### src/efd_pkg.sv
// shared types, constants and crc step for the escaped frame deframer
`default_nettype none

package efd_pkg;

	localparam int HDR_BYTES = 6;
	localparam int CRC_BYTES = 2;
	localparam int FRAME_OVERHEAD = HDR_BYTES + CRC_BYTES;
	localparam int PLEN_W = 6;
	localparam int LEN_W = 16;
	localparam int CFG_IDX_W = 2;

	localparam logic [CFG_IDX_W-1:0] REG_DELIMITER = 2'd0;
	localparam logic [CFG_IDX_W-1:0] REG_ESCAPE = 2'd1;
	localparam logic [CFG_IDX_W-1:0] REG_MASK = 2'd2;

	localparam logic [7:0] DELIMITER_RESET = 8'h7e;
	localparam logic [7:0] ESCAPE_RESET = 8'h7d;
	localparam logic [7:0] MASK_RESET = 8'h20;

	localparam logic [15:0] CRC_INIT = 16'hffff;
	localparam logic [15:0] CRC_POLY = 16'h1021;
	localparam logic [15:0] CRC_MSB = 16'h8000;

	typedef struct packed {
		logic accept;
		logic load_hdr;
		logic rd_issue;
		logic load_data;
	} cmd_t;

	typedef struct packed {
		logic close;
		logic fail;
		logic plen_zero;
		logic last_byte;
		logic out_free;
	} sts_t;

	// crc-16/ccitt-false, one byte msb first
	function automatic logic [15:0] crc_byte(input logic [15:0] crc_in, input logic [7:0] d);
		logic [15:0] c;
		c = crc_in ^ {d, 8'h00};
		for (int b = 0; b < 8; b++) begin
			if ((c & CRC_MSB) != 16'h0000) begin
				c = {c[14:0], 1'b0} ^ CRC_POLY;
			end else begin
				c = {c[14:0], 1'b0};
			end
		end
		return c;
	endfunction

endpackage

`default_nettype wire

### src/efd_ram.sv
// generic single write port ram with registered read
`default_nettype none

module efd_ram #(
	parameter int WIDTH = 8,
	parameter int DEPTH = 40
) (
	input  wire logic                     clk,
	input  wire logic                     we,
	input  wire logic [$clog2(DEPTH)-1:0] waddr,
	input  wire logic [WIDTH-1:0]         wdata,
	input  wire logic                     re,
	input  wire logic [$clog2(DEPTH)-1:0] raddr,
	output logic      [WIDTH-1:0]         rdata
);

	logic [WIDTH-1:0] mem_q [DEPTH];

	always_ff @(posedge clk) begin
		if (we) begin
			mem_q[waddr] <= wdata;
		end
		if (re) begin
			rdata <= mem_q[raddr];
		end
	end

endmodule

`default_nettype wire

### src/efd_ctrl.sv
// controller state machine: input acceptance and report sequencing
`default_nettype none

module efd_ctrl (
	input  wire logic          clk,
	input  wire logic          arst_n,
	input  wire logic          in_valid,
	output logic               in_stall,
	input  wire efd_pkg::sts_t sts,
	output efd_pkg::cmd_t      cmd
);

	import efd_pkg::*;

	localparam logic [1:0] S_IDLE = 2'd0;
	localparam logic [1:0] S_HDR = 2'd1;
	localparam logic [1:0] S_READ = 2'd2;
	localparam logic [1:0] S_DATA = 2'd3;

	logic [1:0] state_q;
	logic [1:0] state_d;

	always_comb begin
		state_d = state_q;
		cmd = '0;
		in_stall = 1'b1;
		unique case (state_q)
			S_IDLE: begin
				in_stall = 1'b0;
				cmd.accept = in_valid;
				if (sts.close) begin
					state_d = S_HDR;
				end
			end
			S_HDR: begin
				if (sts.out_free) begin
					cmd.load_hdr = 1'b1;
					state_d = (sts.fail || sts.plen_zero) ? S_IDLE : S_READ;
				end
			end
			S_READ: begin
				cmd.rd_issue = 1'b1;
				state_d = S_DATA;
			end
			S_DATA: begin
				if (sts.out_free) begin
					cmd.load_data = 1'b1;
					state_d = sts.last_byte ? S_IDLE : S_READ;
				end
			end
			default: state_d = S_IDLE;
		endcase
	end

	always_ff @(posedge clk or negedge arst_n) begin
		if (!arst_n) begin
			state_q <= S_IDLE;
		end else begin
			state_q <= state_d;
		end
	end

`ifndef ASSERT_OFF
	a_close_to_hdr: assert property (@(posedge clk) disable iff (!arst_n)
		sts.close |=> (state_q == S_HDR) && in_stall)
		else $error("closing delimiter did not start a report");
	a_load_needs_slot: assert property (@(posedge clk) disable iff (!arst_n)
		(cmd.load_hdr || cmd.load_data) |-> sts.out_free)
		else $error("output register overwritten");
	a_no_accept_busy: assert property (@(posedge clk) disable iff (!arst_n)
		(state_q != S_IDLE) |-> !cmd.accept)
		else $error("transaction taken during report");
`endif

endmodule

`default_nettype wire

### src/efd_datapath.sv
// datapath: unstuffing, body store, crc, checks and output register
`default_nettype none

module efd_datapath #(
	parameter int MAX_PAYLOAD = 32
) (
	input  wire logic                            clk,
	input  wire logic                            arst_n,
	input  wire efd_pkg::cmd_t                   cmd,
	output efd_pkg::sts_t                        sts,
	input  wire logic                            wr_en,
	input  wire logic [efd_pkg::CFG_IDX_W-1:0]   wr_index,
	input  wire logic [7:0]                      wr_data,
	input  wire logic [7:0]                      rx_byte,
	output logic                                 out_valid,
	input  wire logic                            out_stall,
	output logic                                 is_header,
	output logic                                 is_error,
	output logic [7:0]                           version,
	output logic [7:0]                           frame_flags,
	output logic [7:0]                           frame_type,
	output logic [7:0]                           sequence_res,
	output logic [efd_pkg::PLEN_W-1:0]           payload_len,
	output logic [7:0]                           data_byte,
	output logic                                 last
);

	import efd_pkg::*;

	localparam int BODY_CAP = FRAME_OVERHEAD + MAX_PAYLOAD;
	localparam int CW = $clog2(BODY_CAP + 1);
	localparam int AW = $clog2(BODY_CAP);

	logic [7:0] delim_q;
	logic [7:0] esc_q;
	logic [7:0] mask_q;

	logic          in_frame_q;
	logic          esc_pend_q;
	logic          ovf_q;
	logic [CW-1:0] byte_cnt_q;
	logic [15:0]   crc_q;
	logic [7:0]    p1_q;
	logic [7:0]    p2_q;
	logic [7:0]    hdr_q [HDR_BYTES];

	logic              fail_q;
	logic [PLEN_W-1:0] plen_q;
	logic [PLEN_W-1:0] ptr_q;

	logic              out_valid_q;
	logic              is_header_q;
	logic              is_error_q;
	logic [7:0]        version_q;
	logic [7:0]        flags_q;
	logic [7:0]        type_q;
	logic [7:0]        seq_q;
	logic [PLEN_W-1:0] plen_out_q;
	logic [7:0]        data_q;
	logic              last_q;

	logic             is_delim;
	logic             is_esc;
	logic             store_en;
	logic             full;
	logic             ram_we;
	logic [7:0]       body_byte;
	logic             close;
	logic [LEN_W-1:0] len16;
	logic             fail;
	logic [AW-1:0]    rd_addr;
	logic [7:0]       rd_data;

	assign is_delim = rx_byte == delim_q;
	assign is_esc = rx_byte == esc_q;
	assign body_byte = esc_pend_q ? (rx_byte ^ mask_q) : rx_byte;
	assign store_en = cmd.accept && !is_delim && in_frame_q && !ovf_q
		&& (esc_pend_q || !is_esc);
	assign full = byte_cnt_q >= CW'(BODY_CAP);
	assign ram_we = store_en && !full;
	assign close = cmd.accept && is_delim && in_frame_q && ((byte_cnt_q != '0) || ovf_q);

	assign len16 = {hdr_q[5], hdr_q[4]};
	assign fail = esc_pend_q || ovf_q
		|| (byte_cnt_q < CW'(FRAME_OVERHEAD))
		|| (len16 > LEN_W'(MAX_PAYLOAD))
		|| ((17'(byte_cnt_q)) != ({1'b0, len16} + 17'(FRAME_OVERHEAD)))
		|| (crc_q != {p1_q, p2_q});

	assign rd_addr = AW'(HDR_BYTES + int'(ptr_q));

	always_ff @(posedge clk or negedge arst_n) begin
		if (!arst_n) begin
			delim_q <= DELIMITER_RESET;
			esc_q <= ESCAPE_RESET;
			mask_q <= MASK_RESET;
		end else if (wr_en) begin
			unique case (wr_index)
				REG_DELIMITER: delim_q <= wr_data;
				REG_ESCAPE: esc_q <= wr_data;
				REG_MASK: mask_q <= wr_data;
				default: ;
			endcase
		end
	end

	always_ff @(posedge clk or negedge arst_n) begin
		if (!arst_n) begin
			in_frame_q <= 1'b0;
			esc_pend_q <= 1'b0;
			ovf_q <= 1'b0;
			byte_cnt_q <= '0;
			crc_q <= CRC_INIT;
		end else if (cmd.accept) begin
			if (is_delim) begin
				in_frame_q <= 1'b1;
				esc_pend_q <= 1'b0;
				ovf_q <= 1'b0;
				byte_cnt_q <= '0;
				crc_q <= CRC_INIT;
			end else if (in_frame_q && !ovf_q) begin
				if (esc_pend_q) begin
					esc_pend_q <= 1'b0;
				end else if (is_esc) begin
					esc_pend_q <= 1'b1;
				end
				if (store_en) begin
					if (full) begin
						ovf_q <= 1'b1;
					end else begin
						byte_cnt_q <= byte_cnt_q + CW'(1);
						if (byte_cnt_q >= CW'(2)) begin
							crc_q <= crc_byte(crc_q, p2_q);
						end
					end
				end
			end
		end
	end

	// last two body bytes trail the crc, header bytes kept for the report
	always_ff @(posedge clk) begin
		if (ram_we) begin
			p1_q <= body_byte;
			p2_q <= p1_q;
			for (int i = 0; i < HDR_BYTES; i++) begin
				if (byte_cnt_q == CW'(i)) begin
					hdr_q[i] <= body_byte;
				end
			end
		end
		if (close) begin
			fail_q <= fail;
			plen_q <= len16[PLEN_W-1:0];
		end
	end

	always_ff @(posedge clk or negedge arst_n) begin
		if (!arst_n) begin
			ptr_q <= '0;
		end else if (cmd.load_hdr) begin
			ptr_q <= '0;
		end else if (cmd.load_data) begin
			ptr_q <= ptr_q + PLEN_W'(1);
		end
	end

	efd_ram #(
		.WIDTH(8),
		.DEPTH(BODY_CAP)
	) u_body_ram (
		.clk  (clk),
		.we   (ram_we),
		.waddr(byte_cnt_q[AW-1:0]),
		.wdata(body_byte),
		.re   (cmd.rd_issue),
		.raddr(rd_addr),
		.rdata(rd_data)
	);

	always_comb begin
		sts.close = close;
		sts.fail = fail_q;
		sts.plen_zero = plen_q == '0;
		sts.last_byte = ({1'b0, ptr_q} + 7'd1) == {1'b0, plen_q};
		sts.out_free = !out_valid_q || !out_stall;
	end

	always_ff @(posedge clk or negedge arst_n) begin
		if (!arst_n) begin
			out_valid_q <= 1'b0;
		end else if (cmd.load_hdr || cmd.load_data) begin
			out_valid_q <= 1'b1;
		end else if (!out_stall) begin
			out_valid_q <= 1'b0;
		end
	end

	always_ff @(posedge clk) begin
		if (cmd.load_hdr) begin
			is_header_q <= 1'b1;
			is_error_q <= fail_q;
			version_q <= fail_q ? 8'h00 : hdr_q[0];
			flags_q <= fail_q ? 8'h00 : hdr_q[1];
			type_q <= fail_q ? 8'h00 : hdr_q[2];
			seq_q <= fail_q ? 8'h00 : hdr_q[3];
			plen_out_q <= fail_q ? '0 : plen_q;
			data_q <= 8'h00;
			last_q <= fail_q || (plen_q == '0);
		end else if (cmd.load_data) begin
			is_header_q <= 1'b0;
			is_error_q <= 1'b0;
			version_q <= 8'h00;
			flags_q <= 8'h00;
			type_q <= 8'h00;
			seq_q <= 8'h00;
			plen_out_q <= '0;
			data_q <= rd_data;
			last_q <= sts.last_byte;
		end
	end

	assign out_valid = out_valid_q;
	assign is_header = is_header_q;
	assign is_error = is_error_q;
	assign version = version_q;
	assign frame_flags = flags_q;
	assign frame_type = type_q;
	assign sequence_res = seq_q;
	assign payload_len = plen_out_q;
	assign data_byte = data_q;
	assign last = last_q;

`ifndef ASSERT_OFF
	a_count_bound: assert property (@(posedge clk) disable iff (!arst_n)
		byte_cnt_q <= CW'(BODY_CAP))
		else $error("body count past capacity");
	a_ovf_at_cap: assert property (@(posedge clk) disable iff (!arst_n)
		$rose(ovf_q) |-> (byte_cnt_q == CW'(BODY_CAP)))
		else $error("overflow flagged below capacity");
	a_data_in_range: assert property (@(posedge clk) disable iff (!arst_n)
		cmd.load_data |-> (!fail_q && (ptr_q < plen_q)))
		else $error("payload read outside frame");
`endif

endmodule

`default_nettype wire

### src/escaped_frame_deframer_crc16_unit.sv
// top level of the byte stuffed frame deframer with crc-16 check
//
//  channel   signals                                 dir  transaction
//  rx        in_valid / in_stall, rx_byte            in   in_valid & !in_stall
//  report    out_valid / out_stall, result fields    out  out_valid & !out_stall
//  config    wr_en, wr_index, wr_data                in   wr_en
//
//  a received byte is taken with in_valid while no report is running
//  a closing delimiter starts a report: header or error item once the output is free,
//  then each payload byte is read from the registered body ram and loaded in turn
//  rx is stalled after the closing delimiter until the last report item is loaded
//  out_stall holds the output register; reset clears all control state
`default_nettype none

module escaped_frame_deframer_crc16_unit #(
	parameter int MAX_PAYLOAD = 32
) (
	input  wire logic                          clk,
	input  wire logic                          arst_n,
	input  wire logic                          in_valid,
	output logic                               in_stall,
	input  wire logic [7:0]                    rx_byte,
	output logic                               out_valid,
	input  wire logic                          out_stall,
	output logic                               is_header,
	output logic                               is_error,
	output logic [7:0]                         version,
	output logic [7:0]                         frame_flags,
	output logic [7:0]                         frame_type,
	output logic [7:0]                         sequence_res,
	output logic [efd_pkg::PLEN_W-1:0]         payload_len,
	output logic [7:0]                         data_byte,
	output logic                               last,
	input  wire logic                          wr_en,
	input  wire logic [efd_pkg::CFG_IDX_W-1:0] wr_index,
	input  wire logic [7:0]                    wr_data
);

	import efd_pkg::*;

	cmd_t cmd;
	sts_t sts;

	efd_ctrl u_ctrl (
		.clk     (clk),
		.arst_n  (arst_n),
		.in_valid(in_valid),
		.in_stall(in_stall),
		.sts     (sts),
		.cmd     (cmd)
	);

	efd_datapath #(
		.MAX_PAYLOAD(MAX_PAYLOAD)
	) u_datapath (
		.clk         (clk),
		.arst_n      (arst_n),
		.cmd         (cmd),
		.sts         (sts),
		.wr_en       (wr_en),
		.wr_index    (wr_index),
		.wr_data     (wr_data),
		.rx_byte     (rx_byte),
		.out_valid   (out_valid),
		.out_stall   (out_stall),
		.is_header   (is_header),
		.is_error    (is_error),
		.version     (version),
		.frame_flags (frame_flags),
		.frame_type  (frame_type),
		.sequence_res(sequence_res),
		.payload_len (payload_len),
		.data_byte   (data_byte),
		.last        (last)
	);

endmodule

`default_nettype wire
### config.mk
export PLATFORM = sky130hd
export DESIGN_NAME = escaped_frame_deframer_crc16_unit
export DESIGN_NICKNAME = d
export VERILOG_FILES = /design/src/efd_pkg.sv /design/src/efd_ram.sv /design/src/efd_ctrl.sv /design/src/efd_datapath.sv /design/src/escaped_frame_deframer_crc16_unit.sv
export SDC_FILE = /design/constraint.sdc
export NUM_CORES = 1
export LEC_CHECK = 0
export BUFFER_PORTS_ARGS = -buffer_cell sky130_fd_sc_hd__buf_2
export CAP_MARGIN = 20
export CORE_AREA = 5 5 228 230
export CTS_CLUSTER_DIAMETER = 120
export CTS_CLUSTER_SIZE = 16
export DETAILED_ROUTE_END_ITERATION = 6
export DIE_AREA = 0 0 233 235
export GPL_TIMING_DRIVEN = 0
export HOLD_SLACK_MARGIN = 0.12
export REMOVE_ABC_BUFFERS = 1
export SYNTH_ARGS = -nofsm -noshare
export SYNTH_HDL_FRONTEND = slang
export SYNTH_SLANG_ARGS = --single-unit
### constraint.sdc
create_clock -name clk -period 6.04 [get_ports clk]
set_input_delay 0.906 -clock clk [delete_from_list [all_inputs] [get_ports clk]]
set_output_delay 0.906 -clock clk [all_outputs]
set_load 0.01 [all_outputs]
# Word level (Yosys, flattened, before mapping)
# Memories as Yosys holds them, arrays and structs flattened. A register that Yosys moved wholly into a read port is not among the register bits.
# Index checks and enable logic that the tools add are counted.
# totals
regBits	130
ram_bits	368
input_bits	23
output_inout_bits	51
wordCells	249
memories	2
# memory_table
memory	words	word_bits	read_ports	rd_ports_with_merged_regs	write_ports	line	source
u_datapath.u_body_ram.mem_q	40	8	1	1	1	efd_ram.sv:17	logic [WIDTH-1:0] mem_q [DEPTH];
u_datapath.hdr_q	6	8	6	0	1	efd_datapath.sv:45	logic [7:0] hdr_q [HDR_BYTES];
# classes
addsub	5
n_lt_le_gt_ge	4
eq_ne	20
muxes	135
bitwise_logic	10
n_reduce_logical	49
# ops
operator	n
two-way mux 16 bit	47
two-way mux 8 bit	15
two-way mux 13 bit	8
two-way mux 6 bit	9
two-way mux 1 bit	45
OR reduction 8 bit	5
inverter 3 bit	8
adder 16 x 4 -> 17 bit, second input constant	1
!= test 6 x 17 -> 1 bit	1
equality test 8 bit	2
greater-than comparator 16 x 6 -> 1 bit, second input constant	1
!= test 16 bit	1
bitwise XOR 16 bit	1
two-way mux 3 bit	5
adder 6 x 1 -> 6 bit, second input constant	2
equality test 6 x 2 -> 1 bit, second input constant	2
equality test 6 x 3 -> 1 bit, second input constant	2
logical NOT 6 bit	2
logical OR 1 bit	10
two-way mux 2 bit	5
AND reduction 2 bit	5
nonzero test 2 bit	5
logical AND 1 bit	9
case mux 2 bit (4 select lines)	1
18 further kinds	31

# Logic depth before layout (Yosys ltp)
# depth
ltp_word	65
depth_mapped	12
ltp_nobuf	7

# Hierarchy
# A second synthesis with hierarchy kept.
# hier_totals
cells_unflattened	1220
area_unflattened_um2	20658.6
# modules_own_cells
module	instances	cells_each	area_each_um2	seq_area_each_um2
efd_ram	1	696	13073.8	9849.4
efd_datapath	1	511	7465.9	4951.0
efd_ctrl	1	13	118.9	50.0

# Worst setup path before layout
# No wires, ideal clock.
# synth_path
path_kind	input to register
start	in rx_byte[6]
end	reg u_datapath.p1_q[0], enable pin
setup_time_ps	394
arrival_time_ps	2663
t_required_ps	5646
slack_ps	2983
cell_stages	6
n_path_buf	1
path_cell_list	xor2_1 -> nor4_4 -> a31oi_2 -> buf_4 -> nand2_1 -> a21oi_1
# synth_between
elab_chain_len	7
elab_cells_between_ends	10
classes_between	2 x eq/ne; 8 x reduce/logical
# synth_lines
element	line	source
start, declared	escaped_frame_deframer_crc16_unit.sv:22	input wire logic [7:0] rx_byte,
equality test 8 bit	efd_datapath.sv:74	assign is_delim = rx_byte == delim_q;
logical NOT 1 bit	efd_datapath.sv:77	assign store_en = cmd.accept && !is_delim && in_frame_q && !ovf_q
logical AND 1 bit (3 in a row)	efd_datapath.sv:77	
logical AND 1 bit *	efd_datapath.sv:78	&& (esc_pend_q || !is_esc);
logical AND 1 bit *	efd_datapath.sv:80	assign ram_we = store_en && !full;
named net u_datapath.ram_we	efd_datapath.sv:66	logic ram_we;
end signal, assigned	efd_datapath.sv:144	p1_q <= body_byte;
end, declared	efd_datapath.sv:43	logic [7:0] p1_q;
# The timed path passes the listed nets; every way through them passes the cells marked *.
# A chain may end at the register's enable or synchronous reset.

# Worst setup path after layout
# layout_path
start	reg u_ctrl.state_q[1]
end	mem u_datapath.hdr_q[0][3], enable pin
# layout_between
elab_chain_len	15
elab_cells_between_ends	34
classes_between	23 x mux; 11 x reduce/logical
# layout_lines
element	line	source
start, declared	efd_ctrl.sv:20	logic [1:0] state_q;
start signal, assigned	efd_ctrl.sv:59	state_q <= state_d;
logical NOT 2 bit *	efd_ctrl.sv:27	unique case (state_q)
two-way mux 1 bit *	efd_ctrl.sv:27	
logical AND 1 bit * (3 in a row)	efd_datapath.sv:77	
logical AND 1 bit *	efd_datapath.sv:78	
logical AND 1 bit *	efd_datapath.sv:80	
two-way mux 1 bit	efd_datapath.sv:143	if (ram_we) begin
two-way mux 1 bit (not written as such)	efd_datapath.sv:148	hdr_q[i] <= body_byte;
OR reduction 8 bit (no line)	--	
two-way mux 3 bit (no line) / two-way mux 1 bit (equally long branches) (5 in a row)	--	
end, declared	efd_datapath.sv:45	
# Every way passes the cells marked *; elsewhere a longest branch is shown, timed or not.

==> results.md <==
- Actual slew at the worst max-slew pin: ~1200 ps
- CP startpoint kind: flip-flop
- Hold WS: around 430 ps
- FFs w/ async S/R, synth: 11.46%
- Mapped cell area: around 21000 um^2
- Pin count of the biggest net entering global routing: 59
- Minimum clock period: 4258 ps
- Setup crit end kind: flip-flop
- Area grow syn2layout: 11.77%
- Overflow after GRT: 0
- Die width: around 230 um
- Fin worst setup slack: about 1800 ps
- Crit path top cell by count: nor2_1
- DRC violations left: 0
- Synth top area share: 63.95%
- Kind of critical path: flip-flop to flip-flop
- Post-synth EDFFs: between 400 and 500
- Synth Warn #: 0
- Initial Util: between 40% and 50%
- Worst Hold Class: primary input to asynchronous set/reset pin
- CTS H-tree depth: 2
- Post-DP HPWL: between 20000 and 30000 um
- CP max stage cell: nor2_1
- Fmax: about 230 MHz
- Input/output buffers: between 70 and 80
- TritonCTS Buffers: 37
- Io pins: 74
- Slew headroom: about a fifth
- Fillers: approximately 4300
- Diode count: 0
- CTS tree: built
- Finish-stage setup viols: 0
- Via Count: a little over 10000
- Lkg Pwr: 7.595 nW
- Syn avg cell area: between 15 and 20 um^2
- Register-to-Register Setup Slack: between 1500 and 2000 ps
- Final number of hold-violating endpoints: 0
- Root buf cell: clkbuf_16
- Initial antenna violation count: 1
- Final core utilization: a little under half
- FF+latch count, synth: 506
- Worst skew pair latency: about 560 ps
- Power density over cell area: 345.2 nW/um^2
- Nets@finish: approximately 1300
- Arrival @ worst endpoint: about 4400 ps
- CP max stage delay: ~1000 ps
- Clk_skew: roughly 26 ps
- Worst path cell trace: nor2_1 > nand4_1 > a31oi_2 > nand3_1 > nor2_1
- Sequential fraction of the synthesis area: ~72%
- Post-route design area: ~23000 um^2
- Post-cts resize count: 0
- DR iter-0 viols: about 880
- RSZ-0062 raised after global routing: false
- Chip Height: between 200 and 250 um
- First-pass GRT wire length: between 60000 and 70000 um
- Proportion of layout cells with a drive suffix above 1: 22.98%
- DR pass1 iterations: 5
- Vias/cell: 5.333
- # Max-Cap Violations: 0
- Die ar.: around 55000 um^2
- Most used flip-flop cell after synthesis: edfxtp_1
- Top post-synthesis cells by area: edfxtp_1 64%, mux4_2 5.6%, dfstp_2 3.7%
- Worst EP required: 6220 ps
- Post-DRT Antenna Nets: 0
- Row count: between 80 and 90
- Cell variety after synth: 80
- Final Max Slew Viols: 0
- Routability-driven placement congestion ratio: between 0.7 and 0.8
- Area leader, netlist: edfxtp_1
- Place WS: 1909 ps
- Gr usage total: 15.93%
- Wire per inst: between 20 and 25 um
- CP max FO: 19
- Maximum VDD drop: 0.2078 mV
- Post-Synthesis Cells: about 1200
- Cts-stage hold buffer count: 0
- Placed inst area: between 20000 and 25000 um^2
- TritonCTS Sinks: just over 500
- Drt total wl: 43810 um
- Core Area: between 40000 and 50000 um^2
- Status: completed
- CTS Buffer Depth: 3
- Post-CTS Repair Setup Buffers: 0
- Vias in the first global route: approximately 10000
- Period utilization: around 71%
- Clock transition at the registers of the reported paths: roughly 70 ps
## final timing paths
path,cells after the start,from,endpoint
max,5,u_ctrl.state_q[1]$_DFFE_PN0P_,u_datapath.hdr_q[0][3]$_DFFE_PP_
min,1,arst_n,u_datapath.mask_q[3]$_DFFE_PN0P_
max reg2reg,5,u_ctrl.state_q[1]$_DFFE_PN0P_,u_datapath.hdr_q[0][3]$_DFFE_PP_
min reg2reg,2,u_datapath.data_byte[2]$_SDFFE_PP0P_,u_datapath.data_byte[2]$_SDFFE_PP0P_
max in group asynchronous,1,arst_n,u_datapath.ptr_q[0]$_DFFE_PN0P_
min in group clk,2,u_datapath.data_byte[2]$_SDFFE_PP0P_,u_datapath.data_byte[2]$_SDFFE_PP0P_
## area by class of cell
| class | count | area [um^2] | area share, % |
|---|---|---|---|
| sequential | 506 | 14860 | 64.47 |
| tap | 672 | 840.8 | 3.649 |
| timing repair buffer | 103 | 835.8 | 3.627 |
| clock inverter | 2 | 17.52 | 0.07602 |
| clock buffer | 66 | 1077 | 4.675 |
| multi-input combinational | 586 | 5369 | 23.30 |
| inverter | 12 | 46.29 | 0.2009 |
## cells by family (layout without fill, tap and decap cells)
| family | after synthesis | in the layout | share of synthesized area (%) |
|---|---|---|---|
| adder cells (fa/ha/maj) | 7 | 7 | 0.4248 |
| flip-flops | 506 | 506 | 72.04 |
| multiplexers | 124 | 124 | 10.53 |
| XOR/XNOR | 84 | 84 | 3.751 |
| AO/OA/AOI/OAI | 127 | 127 | 4.673 |
| AND/OR/NAND/NOR | 244 | 244 | 6.270 |
| buffers and inverters | 69 | 183 | 2.312 |
## metrics by stage
stage                     TNS [ps]  total power, mW  instances
after CTS                        0            8.031       1947
final                            0            7.954       1947
after global placement       -9924            5.617       1849
after detailed placement         0            5.661       1879
after global routing             0            8.284       1947
after floorplan                  0            5.116       1104
## routing by layer
layer  routed length [um]  GRT usage, %  vias to the layer above
met4                 1095         4.869                        2
met5                   13             0                        -
li1                     -             -                     4721
met3                 2678         2.487                       59
met2                19940         23.74                      339
met1                20080         24.30                     5262
## cells in the final DEF (no fill, tap or decap), types with 8 or more instances in the layout
| cell | instances |
|---|---|
| edfxtp_1 | 439 |
| buf_2 | 72 |
| nor2_1 | 60 |
| mux4_2 | 51 |
| nand2_1 | 50 |
| and2_1 | 48 |
| xnor2_1 | 40 |
| clkbuf_16 | 39 |
| xor2_1 | 34 |
| mux2i_1 | 32 |
| dfstp_2 | 29 |
| clkbuf_1 | 27 |
| dfrtp_1 | 27 |
| mux2_2 | 25 |
| a21oi_1 | 20 |
| a211oi_1 | 19 |
| buf_8 | 19 |
| nand3_1 | 18 |
| mux4_1 | 16 |
| nand4_1 | 15 |
| a22oi_1 | 14 |
| inv_1 | 11 |
| dfxtp_1 | 9 |
| xnor2_2 | 8 |
| a2111oi_0 | 8 |
| nor2b_1 | 8 |
| a2111oi_1 | 8 |
## power by group
| group | switching, mW | internal (mW) | total, mW |
|---|---|---|---|
| logic | 0.868 | 0.628 | 1.50 |
| registers | 0.127 | 3.96 | 4.08 |
| clock network | 1.16 | 1.22 | 2.37 |
| total | 2.15 | 5.80 | 7.95 |
## flip-flops by register name (all words and copies together), names as in the netlist, 8 cells and up
register	cells
u_datapath.delim_q	8
u_datapath.crc_q	16
u_datapath.hdr_q	48
u_datapath.p2_q	8
u_datapath.p1_q	8
u_datapath.esc_q	8
u_datapath.sequence_res	8
u_datapath.u_body_ram.rdata	8
u_datapath.frame_flags	8
u_datapath.version	8
u_datapath.data_byte	8
u_datapath.frame_type	8
u_datapath.u_body_ram.mem_q	320
u_datapath.mask_q	8
## synth_stat cells, types with 15 or more instances
library cell	number
mux2_2	25
dfstp_2	29
nand4_1	15
nand3_1	18
nand2_1	50
dfrtp_1	29
xor2_1	34
a21oi_1	21
and2_1	48
mux4_1	16
nor2_1	60
buf_6	17
edfxtp_1	439
xnor2_1	48
a211oi_1	19
mux4_2	51
mux2i_1	32
## worst max-delay path, delay by kind of cell (launching register included)
| family | cells | cell delay, ps |
|---|---|---|
| AO/OA/AOI/OAI | 1 | 560 |
| flip-flops | 1 | 620 |
| AND/OR/NAND/NOR | 4 | 2680 |
(Power assumes the default switching activity.)
